--- config.mk ---
export PLATFORM = sky130hd
export DESIGN_NAME = typing_touchpad_inhibit
export DESIGN_NICKNAME = d
export VERILOG_FILES = /design/src/rtl/tti_pkg.sv /design/src/rtl/typing_touchpad_inhibit.sv /design/src/rtl/tti_lane.sv /design/src/rtl/tti_merge.sv
export SDC_FILE = /design/constraint.sdc
export NUM_CORES = 1
export LEC_CHECK = 0
export ABC_AREA = 0
export BUFFER_PORTS_ARGS = -buffer_cell sky130_fd_sc_hd__buf_2
export CORE_MARGIN = 4
export CORE_UTILIZATION = 60
export CTS_CLUSTER_SIZE = 25
export DETAILED_ROUTE_END_ITERATION = 6
export PLACE_DENSITY_LB_ADDON = 0.25
export SYNTH_ARGS = -nofsm -noshare
export SYNTH_HDL_FRONTEND = slang
export SYNTH_SLANG_ARGS = --single-unit
--- constraint.sdc ---
create_clock -name clk -period 16.6 [get_ports clk]
set_input_delay 3.32 -clock clk [delete_from_list [all_inputs] [get_ports clk]]
set_output_delay 3.32 -clock clk [all_outputs]
set_load 0.01 [all_outputs]
--- src/rtl/tti_pkg.sv ---
// shared types, constants and codes of the typing touchpad inhibit block
package tti_pkg;

    localparam int KEYMAP_BYTES = 32;
    localparam int WORD_W       = 64;
    localparam int KEY_WORDS    = KEYMAP_BYTES / 8;
    localparam int TIME_W       = 32;
    localparam int BUTTON_W     = 15;
    localparam int PAD_W        = 2;
    localparam int CFG_IDX_W    = 3;

    // pad off codes
    localparam logic [PAD_W-1:0] PAD_ON       = 2'd0;
    localparam logic [PAD_W-1:0] PAD_OFF      = 2'd1;
    localparam logic [PAD_W-1:0] PAD_TAPS_OFF = 2'd2;

    // register indexes
    localparam logic [CFG_IDX_W-1:0] REG_MASK0  = 3'd0;
    localparam logic [CFG_IDX_W-1:0] REG_MASK1  = 3'd1;
    localparam logic [CFG_IDX_W-1:0] REG_MASK2  = 3'd2;
    localparam logic [CFG_IDX_W-1:0] REG_MASK3  = 3'd3;
    localparam logic [CFG_IDX_W-1:0] REG_IDLE   = 3'd4;
    localparam logic [CFG_IDX_W-1:0] REG_TAPS   = 3'd5;
    localparam logic [CFG_IDX_W-1:0] REG_COMBOS = 3'd6;

    localparam logic [TIME_W-1:0] IDLE_RESET = 32'd2000;

    typedef struct packed {
        logic [WORD_W-1:0]   keys_word0;
        logic [WORD_W-1:0]   keys_word1;
        logic [WORD_W-1:0]   keys_word2;
        logic [WORD_W-1:0]   keys_word3;
        logic [BUTTON_W-1:0] button_bits;
        logic [TIME_W-1:0]   now_ms;
        logic [PAD_W-1:0]    pad_off_now;
    } poll_t;

    typedef struct packed {
        logic             pad_write;
        logic [PAD_W-1:0] pad_value;
        logic             typing_seen;
    } result_t;

    // what one key lane found
    typedef struct packed {
        logic new_hit;
        logic combo_hit;
    } lane_flags_t;

endpackage

--- src/rtl/typing_touchpad_inhibit.sv ---
// top level of the typing touchpad inhibit block: config registers, key lanes, merge
//
// Takes one poll request per clock cycle while its single result register is empty or
// the waiting result is taken in the same cycle, and returns each result from that
// register in the next cycle. Four 64-key lanes compare the snapshot against their
// stored history and the key mask side by side; the merge stage ORs their findings and
// does the 33-bit idle deadline add and compare in the same cycle. There is no clearing
// pass after reset. Configuration writes take effect at once; the user must make them
// only while no poll is in flight, as the block itself does not enforce this.
module typing_touchpad_inhibit (
    input  logic                              clk,
    input  logic                              rst_n,
    input  logic                              cfg_wr_en,
    input  logic [tti_pkg::CFG_IDX_W-1:0]     cfg_index,
    input  logic [tti_pkg::WORD_W-1:0]        cfg_data,
    input  logic                              poll_valid,
    output logic                              poll_ready,
    input  tti_pkg::poll_t                    poll,
    output logic                              result_valid,
    input  logic                              result_ready,
    output tti_pkg::result_t                  result
);

    logic [tti_pkg::WORD_W-1:0] mask_reg [tti_pkg::KEY_WORDS];
    logic [tti_pkg::WORD_W-1:0] mask_next [tti_pkg::KEY_WORDS];
    logic [tti_pkg::TIME_W-1:0] idle_reg, idle_next;
    logic                       taps_reg, taps_next;
    logic                       combos_reg, combos_next;

    logic [tti_pkg::WORD_W-1:0] keys [tti_pkg::KEY_WORDS];
    tti_pkg::lane_flags_t       flags [tti_pkg::KEY_WORDS];
    logic                       accept;

    assign accept  = poll_valid && poll_ready;
    assign keys[0] = poll.keys_word0;
    assign keys[1] = poll.keys_word1;
    assign keys[2] = poll.keys_word2;
    assign keys[3] = poll.keys_word3;

    always_comb
    begin
        for (int i = 0; i < tti_pkg::KEY_WORDS; i++)
        begin
            mask_next[i] = mask_reg[i];
        end
        idle_next   = idle_reg;
        taps_next   = taps_reg;
        combos_next = combos_reg;
        if (cfg_wr_en)
        begin
            case (cfg_index)
                tti_pkg::REG_MASK0:  mask_next[0] = cfg_data;
                tti_pkg::REG_MASK1:  mask_next[1] = cfg_data;
                tti_pkg::REG_MASK2:  mask_next[2] = cfg_data;
                tti_pkg::REG_MASK3:  mask_next[3] = cfg_data;
                tti_pkg::REG_IDLE:   idle_next    = cfg_data[tti_pkg::TIME_W-1:0];
                tti_pkg::REG_TAPS:   taps_next    = cfg_data[0];
                tti_pkg::REG_COMBOS: combos_next  = cfg_data[0];
                default:             ;
            endcase
        end
    end

    always_ff @(posedge clk or negedge rst_n)
    begin
        if (!rst_n)
        begin
            for (int i = 0; i < tti_pkg::KEY_WORDS; i++)
            begin
                mask_reg[i] <= '1;
            end
            idle_reg   <= tti_pkg::IDLE_RESET;
            taps_reg   <= 1'b0;
            combos_reg <= 1'b0;
        end
        else
        begin
            for (int i = 0; i < tti_pkg::KEY_WORDS; i++)
            begin
                mask_reg[i] <= mask_next[i];
            end
            idle_reg   <= idle_next;
            taps_reg   <= taps_next;
            combos_reg <= combos_next;
        end
    end

    for (genvar g = 0; g < tti_pkg::KEY_WORDS; g++)
    begin : g_lane
        tti_lane u_lane (
            .clk    (clk),
            .rst_n  (rst_n),
            .accept (accept),
            .keys   (keys[g]),
            .mask   (mask_reg[g]),
            .flags  (flags[g])
        );
    end

    tti_merge u_merge (
        .clk           (clk),
        .rst_n         (rst_n),
        .poll_valid    (poll_valid),
        .poll_ready    (poll_ready),
        .flags         (flags),
        .button_bits   (poll.button_bits),
        .now_ms        (poll.now_ms),
        .pad_off_now   (poll.pad_off_now),
        .idle_ms       (idle_reg),
        .taps_only     (taps_reg),
        .ignore_combos (combos_reg),
        .result_valid  (result_valid),
        .result_ready  (result_ready),
        .result        (result)
    );

endmodule

--- src/rtl/tti_lane.sv ---
// one 64-key lane: key history word and masked press / combo detection
module tti_lane (
    input  logic                        clk,
    input  logic                        rst_n,
    input  logic                        accept,
    input  logic [tti_pkg::WORD_W-1:0]  keys,
    input  logic [tti_pkg::WORD_W-1:0]  mask,
    output tti_pkg::lane_flags_t        flags
);

    logic [tti_pkg::WORD_W-1:0] prev_reg;
    logic [tti_pkg::WORD_W-1:0] prev_next;

    always_comb
    begin
        prev_next       = accept ? keys : prev_reg;
        flags.new_hit   = |(keys & ~prev_reg & mask);
        flags.combo_hit = |(keys & ~mask);
    end

    always_ff @(posedge clk or negedge rst_n)
    begin
        if (!rst_n)
        begin
            prev_reg <= '0;
        end
        else
        begin
            prev_reg <= prev_next;
        end
    end

endmodule

--- src/rtl/tti_merge.sv ---
// merges lane flags, runs the idle timer and pad state, holds the result register
module tti_merge (
    input  logic                                 clk,
    input  logic                                 rst_n,
    input  logic                                 poll_valid,
    output logic                                 poll_ready,
    input  tti_pkg::lane_flags_t                 flags [tti_pkg::KEY_WORDS],
    input  logic [tti_pkg::BUTTON_W-1:0]         button_bits,
    input  logic [tti_pkg::TIME_W-1:0]           now_ms,
    input  logic [tti_pkg::PAD_W-1:0]            pad_off_now,
    input  logic [tti_pkg::TIME_W-1:0]           idle_ms,
    input  logic                                 taps_only,
    input  logic                                 ignore_combos,
    output logic                                 result_valid,
    input  logic                                 result_ready,
    output tti_pkg::result_t                     result
);

    logic                        accept;
    logic                        any_new;
    logic                        any_combo;
    logic                        typing;
    logic [tti_pkg::TIME_W:0]    deadline;
    logic                        past_idle;

    logic                        primed_reg, primed_next;
    logic                        disabled_reg, disabled_next;
    logic [tti_pkg::TIME_W-1:0]  last_reg, last_next;
    logic                        valid_reg, valid_next;
    tti_pkg::result_t            result_reg, result_next;

    // result register frees up when empty or being taken
    assign poll_ready   = !valid_reg || result_ready;
    assign accept       = poll_valid && poll_ready;
    assign result_valid = valid_reg;
    assign result       = result_reg;

    always_comb
    begin
        any_new   = 1'b0;
        any_combo = 1'b0;
        for (int i = 0; i < tti_pkg::KEY_WORDS; i++)
        begin
            any_new   = any_new | flags[i].new_hit;
            any_combo = any_combo | flags[i].combo_hit;
        end
        typing = any_new && !(ignore_combos && any_combo);

        last_next = last_reg;
        if (typing)
        begin
            last_next = now_ms;
        end
        if (button_bits != '0)
        begin
            last_next = '0;
        end

        // 33-bit deadline, no wrap
        deadline  = {1'b0, last_next} + {1'b0, idle_ms};
        past_idle = {1'b0, now_ms} > deadline;

        disabled_next          = disabled_reg;
        result_next.pad_write  = 1'b0;
        result_next.pad_value  = tti_pkg::PAD_ON;
        result_next.typing_seen = 1'b0;

        if (!primed_reg)
        begin
            // first poll only primes the key history
            last_next = last_reg;
        end
        else
        begin
            result_next.typing_seen = typing;
            if (past_idle)
            begin
                if (disabled_reg)
                begin
                    disabled_next         = 1'b0;
                    result_next.pad_write = 1'b1;
                    result_next.pad_value = tti_pkg::PAD_ON;
                end
            end
            else if (!disabled_reg && pad_off_now == tti_pkg::PAD_ON)
            begin
                disabled_next         = 1'b1;
                result_next.pad_write = 1'b1;
                result_next.pad_value = taps_only ? tti_pkg::PAD_TAPS_OFF : tti_pkg::PAD_OFF;
            end
        end

        primed_next = 1'b1;
        valid_next  = accept ? 1'b1 : (valid_reg && !result_ready);
    end

    always_ff @(posedge clk or negedge rst_n)
    begin
        if (!rst_n)
        begin
            primed_reg   <= 1'b0;
            disabled_reg <= 1'b0;
            last_reg     <= '0;
            valid_reg    <= 1'b0;
        end
        else
        begin
            valid_reg <= valid_next;
            if (accept)
            begin
                primed_reg   <= primed_next;
                disabled_reg <= disabled_next;
                last_reg     <= last_next;
            end
        end
    end

    always_ff @(posedge clk)
    begin
        if (accept)
        begin
            result_reg <= result_next;
        end
    end

endmodule
Word level (Yosys, flattened, before mapping) --
Cells that the tools add are included.
Operators by class: equality and inequality tests 6, $lt $le $gt $ge 1, bitwise gates (word level) 26, reductions and logical operators 31, multiplexer cells 9, $add $sub $neg 1
Operators with widths (count):
- $and 64x64->64 | 12
- $not 64->64 | 8
- $reduce_or 64->1 | 8
- $mux 32 | 2
- $add 32x32->33 | 1
- $gt 32x33->1 | 1
- $reduce_and 2->1 | 8
- $reduce_bool 15->1 | 1
- $eq 3x3->1 const B | 3
- $mux 3 | 3
- $eq 3x2->1 const B | 2
- $or 1x1->1 | 6
- $logic_and 1x1->1 | 5
- $logic_not 1->1 | 4
- $eq 3x1->1 const B | 1
- $logic_not 3->1 | 1
- $mux 1 | 3
- $reduce_and 3->1 | 1
- $logic_not 2->1 | 1
- $mux 2 | 1
- $reduce_bool 2->1 | 1
- $logic_or 1x1->1 | 1
Word-level totals: bits in registers 585, output and inout port bits 6, input bits 377, word-level logic and storage cells 92

Logic depth before layout (Yosys ltp) --
Gate-level depths: netlist (run 1).
depth in word-level cells 15, depth in mapped cells 29, mapped depth without buffers 28

Modules after synthesis --
From an unflattened synthesis (run 1), not the netlist that was laid out.
Second synthesis, totals: cell total of the unflattened synthesis 2496, area total of the unflattened synthesis 29704.7 um2
By module, submodules not included:
- tti_lane | sequential area each 1601.5 um2, times used 4, area each 3393.3 um2, cells each 343
- typing_touchpad_inhibit | sequential area each 7584.8 um2, times used 1, area each 11856.4 um2, cells each 620
- tti_merge | sequential area each 996.0 um2, times used 1, area each 4275.4 um2, cells each 504

Worst setup path after synthesis (run 1) --
Ideal clock, no wire load.
kind input -> register, from in poll[92] (netlist name), to reg u_merge.result_reg, in the netlist u_merge.result[2] (data pin), path slack 8.073 ns, required time 16.345 ns, cell stages on the path 28, path buffers 2, data arrival time 8.272 ns, library setup time 0.255 ns, cell sequence nor2b_1 a2111oi_0 nand4_1 nor4_1 nand4_1 a32oi_1 buf_4 buf_4 mux2i_1 nor2_1 ha_1 a21oi_1 nand2_1 o21ai_0 o22a_1 a31oi_1 or3_1 a21oi_1 xor2_1 ha_1 nand3_1 o221ai_1 a21o_1 a21oi_1 a221o_1 a31oi_1 a31oi_1 and2_1
Between the ends: cells in the longest elaborated chain, start to end 11, elaborated cells on any way between the ends 15
RTL lines:
- start: declaration | line typing_touchpad_inhibit.sv:18 | input tti_pkg::poll_t poll,
- $and 64x64->64 | line tti_lane.sv:18 | flags.combo_hit = |(keys & ~mask);
- $reduce_or 64->1 | line tti_lane.sv:18
- $or 1x1->1 | line tti_merge.sv:45 | any_combo = any_combo | flags[i].combo_hit;
- $logic_and 1x1->1 | line tti_merge.sv:47 | typing = any_new && !(ignore_combos && any_combo);
- $logic_not 1->1 | line tti_merge.sv:47
- $logic_and 1x1->1 * | line tti_merge.sv:47
- $mux 32 * | line tti_merge.sv:50 | if (typing)
- $mux 32 * | line tti_merge.sv:54 | if (button_bits != '0)
- $add 32x32->33 * | line tti_merge.sv:60 | deadline = {1'b0, last_next} + {1'b0, idle_ms};
- $gt 32x33->1 * | line tti_merge.sv:61 | past_idle = {1'b0, now_ms} > deadline;
- $mux 3 * | line tti_merge.sv:76 | if (past_idle)
- end signal: assignment | line tti_merge.sv:122 | result_reg <= result_next;
- end: declaration | line tti_merge.sv:30 | tti_pkg::result_t result_reg, result_next;
Mark *: on every way between the ends. The rest lies on a longest branch, timed or not. A chain may end at the register's enable or synchronous reset.

Worst setup path in the final report (run 1) --
from in poll[139] (netlist name), to reg u_merge.result_reg, in the netlist u_merge.result[3] (data pin)
Between the ends: cells in the longest elaborated chain, start to end 12, elaborated cells on any way between the ends 17
RTL lines (line):
- $and 64x64->64 | tti_lane.sv:18
- $reduce_or 64->1 | tti_lane.sv:18
- $or 1x1->1 (2 in series) | tti_merge.sv:45
- $logic_and 1x1->1 | tti_merge.sv:47
- $logic_not 1->1 | tti_merge.sv:47
- $logic_and 1x1->1 * | tti_merge.sv:47
- $mux 32 * | tti_merge.sv:50
- $mux 32 * | tti_merge.sv:54
- $add 32x32->33 * | tti_merge.sv:60
- $gt 32x33->1 * | tti_merge.sv:61
- $mux 3 * | tti_merge.sv:76
Marks and branches as above.

==> metrics, run 1 <==
run status finished with violations; violations in the final reports capacitance limit, slew limit; number of setup violations in the final report 0; reported max-cap violation count 2; clock latency at the later pin of the worst-skew pair 0.64 ns; worst reg-to-reg setup slack 8.20 ns; number of buffer and inverter stages on the critical path 2; clk slew on worst S/H paths 0.06 ns; core box area between 40000 and 50000 um2; portion of the post-synthesis area used by sequential elements 52.13%; Clock Sinks 585; Crit. End Element flop; detailed-route DRC error count 0; Hold WC Path Type flop to flop; netlist area before placement 28750 um2; #FFs+latches synth roughly 590; synth warn 0; area occupied by multi-input gates 13090 um2; placed cells between 3000 and 4000; worst-case headroom to the max-slew limit -4.350%; most common cell after layout, fill and taps aside sky130_fd_sc_hd__nand2_1; ratio of cells with drive above 1 in the final layout a little under a third; 1st-iter DRT viols 3634; leading cell types in the layout, fill and taps excluded sky130_fd_sc_hd__nand2_1, sky130_fd_sc_hd__buf_2, sky130_fd_sc_hd__dfrtp_1; element type at the critical path start input pin; endpoints failing hold 0; net count after synthesis 3432; pin count of the biggest net entering global routing 220; Worst Min Path Start g_lane[1].u_lane.prev_reg[54]$_DFFE_PN0P_; count of standard-cell rows 79; peak per-stage delay on the critical path about 1.3 ns; total count of max-transition violations in the final report 12; setup repair bufs after CTS 0; arrival time worst endpoint 11.11 ns; R2R depth 27; wirelength, routed 112100 um; clock skew after layout 0.02248 ns; mean routed wirelength per cell between 20 and 30 um; CTS Root Buffer Type sky130_fd_sc_hd__clkbuf_16; flip-flop and latch area ~15000 um2; worst-margin pin slew 1.526 ns; area of the die 51490 um2; setup repair after global routing missed its margin false; number of antenna violations at the first check in global routing 39; Clock Path Buffers 3; starting utilization of the core area about three fifths; number of antenna-violating nets in the routed design 0; maximum vdd ir drop 0.1069 mV; number of enable-type register cells in the synthesized netlist 4; Layout Cells excl Fill ~4100; required time at the worst-slack endpoint 16.97 ns; Power Dens Cells 126.9 nW/um2; share of the clock period used by the worst path about two thirds; slowest stage cell, crit path sky130_fd_sc_hd__a2111oi_0; area overhead of the layout relative to synthesis 16.54%; HPWL Detailed between 80000 and 90000 um; vias in the first global route 24505; router iterations before antenna repair 7; all-layer global routing usage approximately 43%; global-route wire length before repair 159900 um; hold-fix buffers at CTS 0; width of the chip about 230 um; aggregate global routing overflow 0; number of library cell types mapped by synthesis 56; routed vias between 20000 and 30000; post-DR vias/cell 6.340; final net count 3808; leakage power roughly 0.016 uW; Worst Setup Path Type input pin to flop; Crit Reg-Reg Startpoint mask_reg[90]$_DFFE_PN1P_; Worst Hold Path Cells 2; worst hold path endpoint g_lane[1].u_lane.prev_reg[54]$_DFFE_PN0P_; share of synthesized flip-flops with an asynchronous set or reset 99.32%; gpl congestion 1.026; number of ports placed on the die boundary about 380; Post-Syn Area per Cell 9.616 um2; Crit Path Max Fanout 35; Max Fclk 93.04 MHz; critical path's top delay family compound AO/OA/AOI/OAI gates; Port Buf Inserts roughly 380; post-synthesis instance total ~3000; number of H-tree branching levels 2; endpoint of the worst register-to-register path u_merge.result[3]$_SDFFCE_PN0P_; most instantiated flip-flop cell in the synthesis netlist sky130_fd_sc_hd__dfrtp_1; filler cell count around 3500; post-route minimum period 10.75 ns; setup tns final 0 ns; clock tree from TritonCTS yes; number of gates given a new drive strength after cts 0; DIE HEIGHT roughly 230 um; TritonCTS buffer count 60
per-layer routing:
metal	GRT usage, %	vias up	part of all wire, %
li1	-	10956	-
met1	60.40	12561	38
met2	61.58	1778	43
met3	12.65	363	13
met4	19.48	18	5.6
met5	0	-	0.097
worst max-delay path by stage:
stage	startpoint	end	slack [ns]	cells past startpoint
after detailed placement	poll[201]	u_merge.result[3]$_SDFFCE_PN0P_	5.42	29
after CTS	poll[201]	u_merge.result[3]$_SDFFCE_PN0P_	6.04	29
final	poll[139]	u_merge.result[3]$_SDFFCE_PN0P_	5.85	28
after global routing	poll[139]	u_merge.result[3]$_SDFFCE_PN0P_	5.63	28
after global placement	poll[102]	u_merge.result[3]$_SDFFCE_PN0P_	5.38	28
after floorplan	poll[92]	u_merge.result[2]$_SDFFCE_PN0P_	8.07	28
worst register-to-register path: cells and delay by family (launching register included):
kind	cells	cell delay, ns
AO/OA/AOI/OAI	14	4.34
AND/OR/NAND/NOR	8	1.62
adder cells (fa/ha/maj)	2	0.67
buffers and inverters	1	0.56
flip-flops	1	0.55
multiplexers	1	0.33
XOR/XNOR	1	0.09
report_power, final:
| part | leakage [uW] | internal, uW | total [uW] | switching (uW) |
|---|---|---|---|---|
| Sequential | 0.00674 | 1770 | 1960 | 183 |
| Combinational | 0.00793 | 338 | 864 | 526 |
| Clock | 0.00101 | 838 | 1430 | 594 |
cells by family (layout without fill, tap and decap cells):
group	Yosys count	in the layout	share of synthesized area, %
AND/OR/NAND/NOR	1474	1474	22.06
multiplexers	278	278	10.75
AO/OA/AOI/OAI	378	378	8.821
buffers and inverters	182	606	2.533
adder cells (fa/ha/maj)	65	65	2.855
other	0	29	0
flip-flops	585	585	52.13
XOR/XNOR	28	28	0.8529
layout make-up:
class                      instances  area share, %
clock buffer                      92          5.504
timing repair buffer             420          6.662
sequential                       585          44.73
antenna                           29         0.2166
inverter                          76         0.8738
multi-input combinational       2223          39.08
clock inverter                    18         0.6722
tap                              607          2.267
per-stage QoR:
stage	worst slack (ns)	total power (uW)	hold WS [ns]	util (%)	cell area (um2)
after floorplan	8.073	2386	0.4368	-	28750
after global placement	5.379	2761	0.4478	66.77	31350
after detailed placement	5.415	2799	0.4579	66.80	31360
after CTS	6.042	4220	0.4741	71.21	33430
after global routing	5.631	4394	0.4916	71.28	33470
final	5.852	4252	0.4769	71.36	33510
cell usage after synthesis, types with 12 or more instances:
cell	number	area share, %
sky130_fd_sc_hd__a21oi_1	42	0.73
sky130_fd_sc_hd__nor2b_1	196	4.3
sky130_fd_sc_hd__a22o_1	32	0.97
sky130_fd_sc_hd__clkbuf_1	92	1.2
sky130_fd_sc_hd__dfstp_2	262	24
sky130_fd_sc_hd__a2111oi_0	65	2.0
sky130_fd_sc_hd__o22ai_1	126	2.7
sky130_fd_sc_hd__dfrtp_1	319	28
sky130_fd_sc_hd__inv_1	75	0.98
sky130_fd_sc_hd__xor2_1	16	0.49
sky130_fd_sc_hd__nand4_1	36	0.78
sky130_fd_sc_hd__xnor2_1	12	0.37
sky130_fd_sc_hd__mux2i_1	32	1.1
sky130_fd_sc_hd__a21o_1	13	0.34
sky130_fd_sc_hd__o21ai_0	68	1.2
sky130_fd_sc_hd__nand2_1	1098	14
sky130_fd_sc_hd__mux2_2	246	9.6
sky130_fd_sc_hd__ha_1	64	2.8
sky130_fd_sc_hd__nor4_1	39	0.85
sky130_fd_sc_hd__nor2_1	54	0.70
(Power assumes the default switching activity.)
==> inputs of run 2 (changes only) <==
--- a/config.mk
+++ b/config.mk
@@ -8,7 +8,7 @@
 export ABC_AREA = 0
 export BUFFER_PORTS_ARGS = -buffer_cell sky130_fd_sc_hd__buf_2
 export CORE_MARGIN = 4
-export CORE_UTILIZATION = 60
+export CORE_UTILIZATION = 58
 export CTS_CLUSTER_SIZE = 25
 export DETAILED_ROUTE_END_ITERATION = 6
 export PLACE_DENSITY_LB_ADDON = 0.25
==> constraint.sdc (replaced) <==
create_clock -name clk -period 9.9 [get_ports clk]
set_input_delay 1.98 -clock clk [delete_from_list [all_inputs] [get_ports clk]]
set_output_delay 1.98 -clock clk [all_outputs]
set_load 0.01 [all_outputs]
==> run 2 against run 1 <==
Net effect: the run now ends clean; setup slack worse by 4.7 ns; power is 72% higher; combinational power grew 69%; worst hold slack lost 0.0026 ns; routed wire length is 0.31% higher; critical endpoint is now u_merge.result[2]$_SDFFCE_PN0P_; global-route usage down 1.5 points; highest routed layer unchanged.
==> metrics, run 2 (synthesis gave the netlist of run 1 again) <==
Worst Setup Path Type input pin to flop (unchanged); gpl congestion 1.015 (was 1.026); flip-flop and latch area 14990 um2 (unchanged); run status finished clean (was finished with violations); 1st-iter DRT viols 3367 (was 3634); ratio of cells with drive above 1 in the final layout 31.15% (was 30.46%); setup repair bufs after CTS 0 (unchanged); number of H-tree branching levels 2 (unchanged); Port Buf Inserts 382 (unchanged); core box area 48950 um2 (was 46950 um2); leading cell types in the layout, fill and taps excluded sky130_fd_sc_hd__nand2_1, sky130_fd_sc_hd__buf_2, sky130_fd_sc_hd__dfrtp_1 (unchanged); maximum vdd ir drop 0.2336 mV (was 0.1069 mV); TritonCTS buffer count 61 (was 60); worst reg-to-reg setup slack 2.18 ns (was 8.20 ns); hold-fix buffers at CTS 0 (unchanged); router iterations before antenna repair 6 (was 7); share of the clock period used by the worst path 88.13%; worst-case headroom to the max-slew limit 15.66% (was -4.350%); number of ports placed on the die boundary 383 (unchanged); number of setup violations in the final report 0 (unchanged); Crit. End Element flop (unchanged); total count of max-transition violations in the final report 0 (was 12); post-DR vias/cell 6.195 (was 6.340); clock latency at the later pin of the worst-skew pair 0.65 ns (was 0.64 ns); final setup slack of the worst path 1.176 ns (was 5.852 ns); number of antenna-violating nets in the routed design 0 (unchanged); area occupied by multi-input gates 13100 um2 (was 13090 um2); worst-case setup slack after placement 0.3878 ns (was 5.415 ns); area of the die 53200 um2 (was 51490 um2); final net count 3834 (was 3808); number of gates given a new drive strength after cts 0 (unchanged); starting utilization of the core area 58.74% (was 61.24%); HPWL Detailed 84600 um (was 83710 um); all-layer global routing usage 41.26% (was 42.78%); count of standard-cell rows 81 (was 79); mean routed wirelength per cell 27.18 um (was 27.67 um); required time at the worst-slack endpoint 10.26 ns (was 16.97 ns); filler cell count 3815 (was 3485); clk slew on worst S/H paths 0.06 ns (about the same); endpoints failing hold 0 (unchanged); Power Dens Cells 215.4 nW/um2 (was 126.9 nW/um2); aggregate global routing overflow 0 (unchanged); wirelength, routed 112400 um (was 112100 um); element type at the critical path start input pin (unchanged); clock tree from TritonCTS yes (unchanged); CTS Root Buffer Type sky130_fd_sc_hd__clkbuf_16 (unchanged); width of the chip 230.6 um (was 226.9 um); reported max-cap violation count 0 (was 2); setup tns final 0 ns (unchanged); pin count of the biggest net entering global routing 140 (was 220); leakage power 0.01593 uW (was 0.01569 uW); vias in the first global route 24568 (was 24505); post-route minimum period 8.724 ns; most common cell after layout, fill and taps aside sky130_fd_sc_hd__nand2_1 (unchanged); Clock Sinks 585 (unchanged); area overhead of the layout relative to synthesis 18.16% (was 16.54%); setup repair after global routing missed its margin false (unchanged); arrival time worst endpoint 9.09 ns (was 11.11 ns); Max Fclk 114.6 MHz; Crit Path Max Fanout 10 (was 35); global-route wire length before repair 161200 um (was 159900 um); clock skew after layout 0.04023 ns (was 0.02248 ns); number of antenna violations at the first check in global routing 40 (was 39); Clock Path Buffers 3 (unchanged); detailed-route DRC error count 0 (unchanged); DIE HEIGHT 230.6 um (was 226.9 um); Hold WC Path Type flop to flop (unchanged); routed vias 25621 (was 25676); worst-margin pin slew 1.233 ns (was 1.526 ns)
[run 2: changes by cell type in the layout (fill, tap and decap cells not counted), sizes merged]
cell | previous run | this run
clkinv | 9 | 10
clkinvlp | 4 | 2
diode | 29 | 27
inv | 76 | 77
clkbuf | 92 | 94
bufinv | 5 | 10
buf | 419 | 443
[run 2: worst paths after layout]
check | end | start | depth (start not counted)
max in group asynchronous | g_lane[0].u_lane.prev_reg[8]$_DFFE_PN0P_ | rst_n | 2
setup / recovery | u_merge.result[2]$_SDFFCE_PN0P_ | poll[67] | 28
min in group asynchronous | g_lane[2].u_lane.prev_reg[58]$_DFFE_PN0P_ | rst_n | 1
hold reg to reg | g_lane[1].u_lane.prev_reg[10]$_DFFE_PN0P_ | g_lane[1].u_lane.prev_reg[10]$_DFFE_PN0P_ | 2
hold / removal | g_lane[1].u_lane.prev_reg[10]$_DFFE_PN0P_ | g_lane[1].u_lane.prev_reg[10]$_DFFE_PN0P_ | 2
setup reg to reg | u_merge.result[2]$_SDFFCE_PN0P_ | mask_reg[18]$_DFFE_PN1P_ | 27
[run 2: layout make-up]
class	count	area share, %
inverters	76	0.8618
clock buffers	93	5.561
flip-flops and latches	585	44.12
repair buffers	445	7.145
multi-input cells	2223	38.56
clock inverters	23	1.112
well taps	664	2.446
diodes	27	0.1989
[run 2: power by group]
part / switching, uW / internal (uW) / total [uW]
combinational: 876 / 588 / 1460
clock: 1010 / 1570 / 2580
sequential: 305 / 2970 / 3280
total: 2190 / 5130 / 7320
[run 2: per-stage QoR]
stage | instances | instance area (um2) | total power (uW) | hold slack [ns] | util (%)
floorplan | 2990 | 28750 | 4001 | 0.4368 | -
global placement | 3989 | 31610 | 4650 | 0.4511 | 64.57
detailed placement | 3992 | 31630 | 4715 | 0.4624 | 64.62
CTS | 4108 | 33900 | 7274 | 0.4764 | 69.25
global route | 4121 | 33930 | 7583 | 0.4908 | 69.32
finish | 4136 | 33970 | 7317 | 0.4743 | 69.40
[run 2: per-layer routing]
layer / vias up / wire length [um] / share of wire, % / global-route usage [%]
met3: 326 / 13830 / 12 / 11.77
met4: 32 / 5604 / 5.0 / 17.70
met2: 1656 / 47980 / 43 / 59.91
met5: - / 219 / 0.19 / 0
li1: 11000 / - / - / -
met1: 12607 / 44790 / 40 / 58.38
[run 2: worst max-delay path, stage by stage]
cell	delay [ns]
sky130_fd_sc_hd__buf_2	0.11
sky130_fd_sc_hd__nor2b_1	0.19
sky130_fd_sc_hd__a2111oi_0	1.07
sky130_fd_sc_hd__nand4_1	0.18
sky130_fd_sc_hd__nor4_1	0.36
sky130_fd_sc_hd__nand4_1	0.21
sky130_fd_sc_hd__a32oi_4	0.61
sky130_fd_sc_hd__buf_12	0.23
sky130_fd_sc_hd__mux2i_1	0.19
sky130_fd_sc_hd__nor2_1	0.06
sky130_fd_sc_hd__ha_1	0.36
sky130_fd_sc_hd__a21o_1	0.18
sky130_fd_sc_hd__a21o_1	0.20
sky130_fd_sc_hd__a21oi_1	0.20
sky130_fd_sc_hd__o22a_1	0.34
sky130_fd_sc_hd__a31oi_1	0.20
sky130_fd_sc_hd__or3_1	0.39
sky130_fd_sc_hd__a21oi_1	0.18
sky130_fd_sc_hd__xor2_1	0.09
sky130_fd_sc_hd__ha_1	0.29
sky130_fd_sc_hd__nand3_1	0.08
sky130_fd_sc_hd__o221ai_1	0.20
sky130_fd_sc_hd__a21o_1	0.14
sky130_fd_sc_hd__a21oi_1	0.08
sky130_fd_sc_hd__a221o_1	0.31
sky130_fd_sc_hd__a31oi_1	0.28
sky130_fd_sc_hd__a31oi_1	0.16
sky130_fd_sc_hd__and2_1	0.18
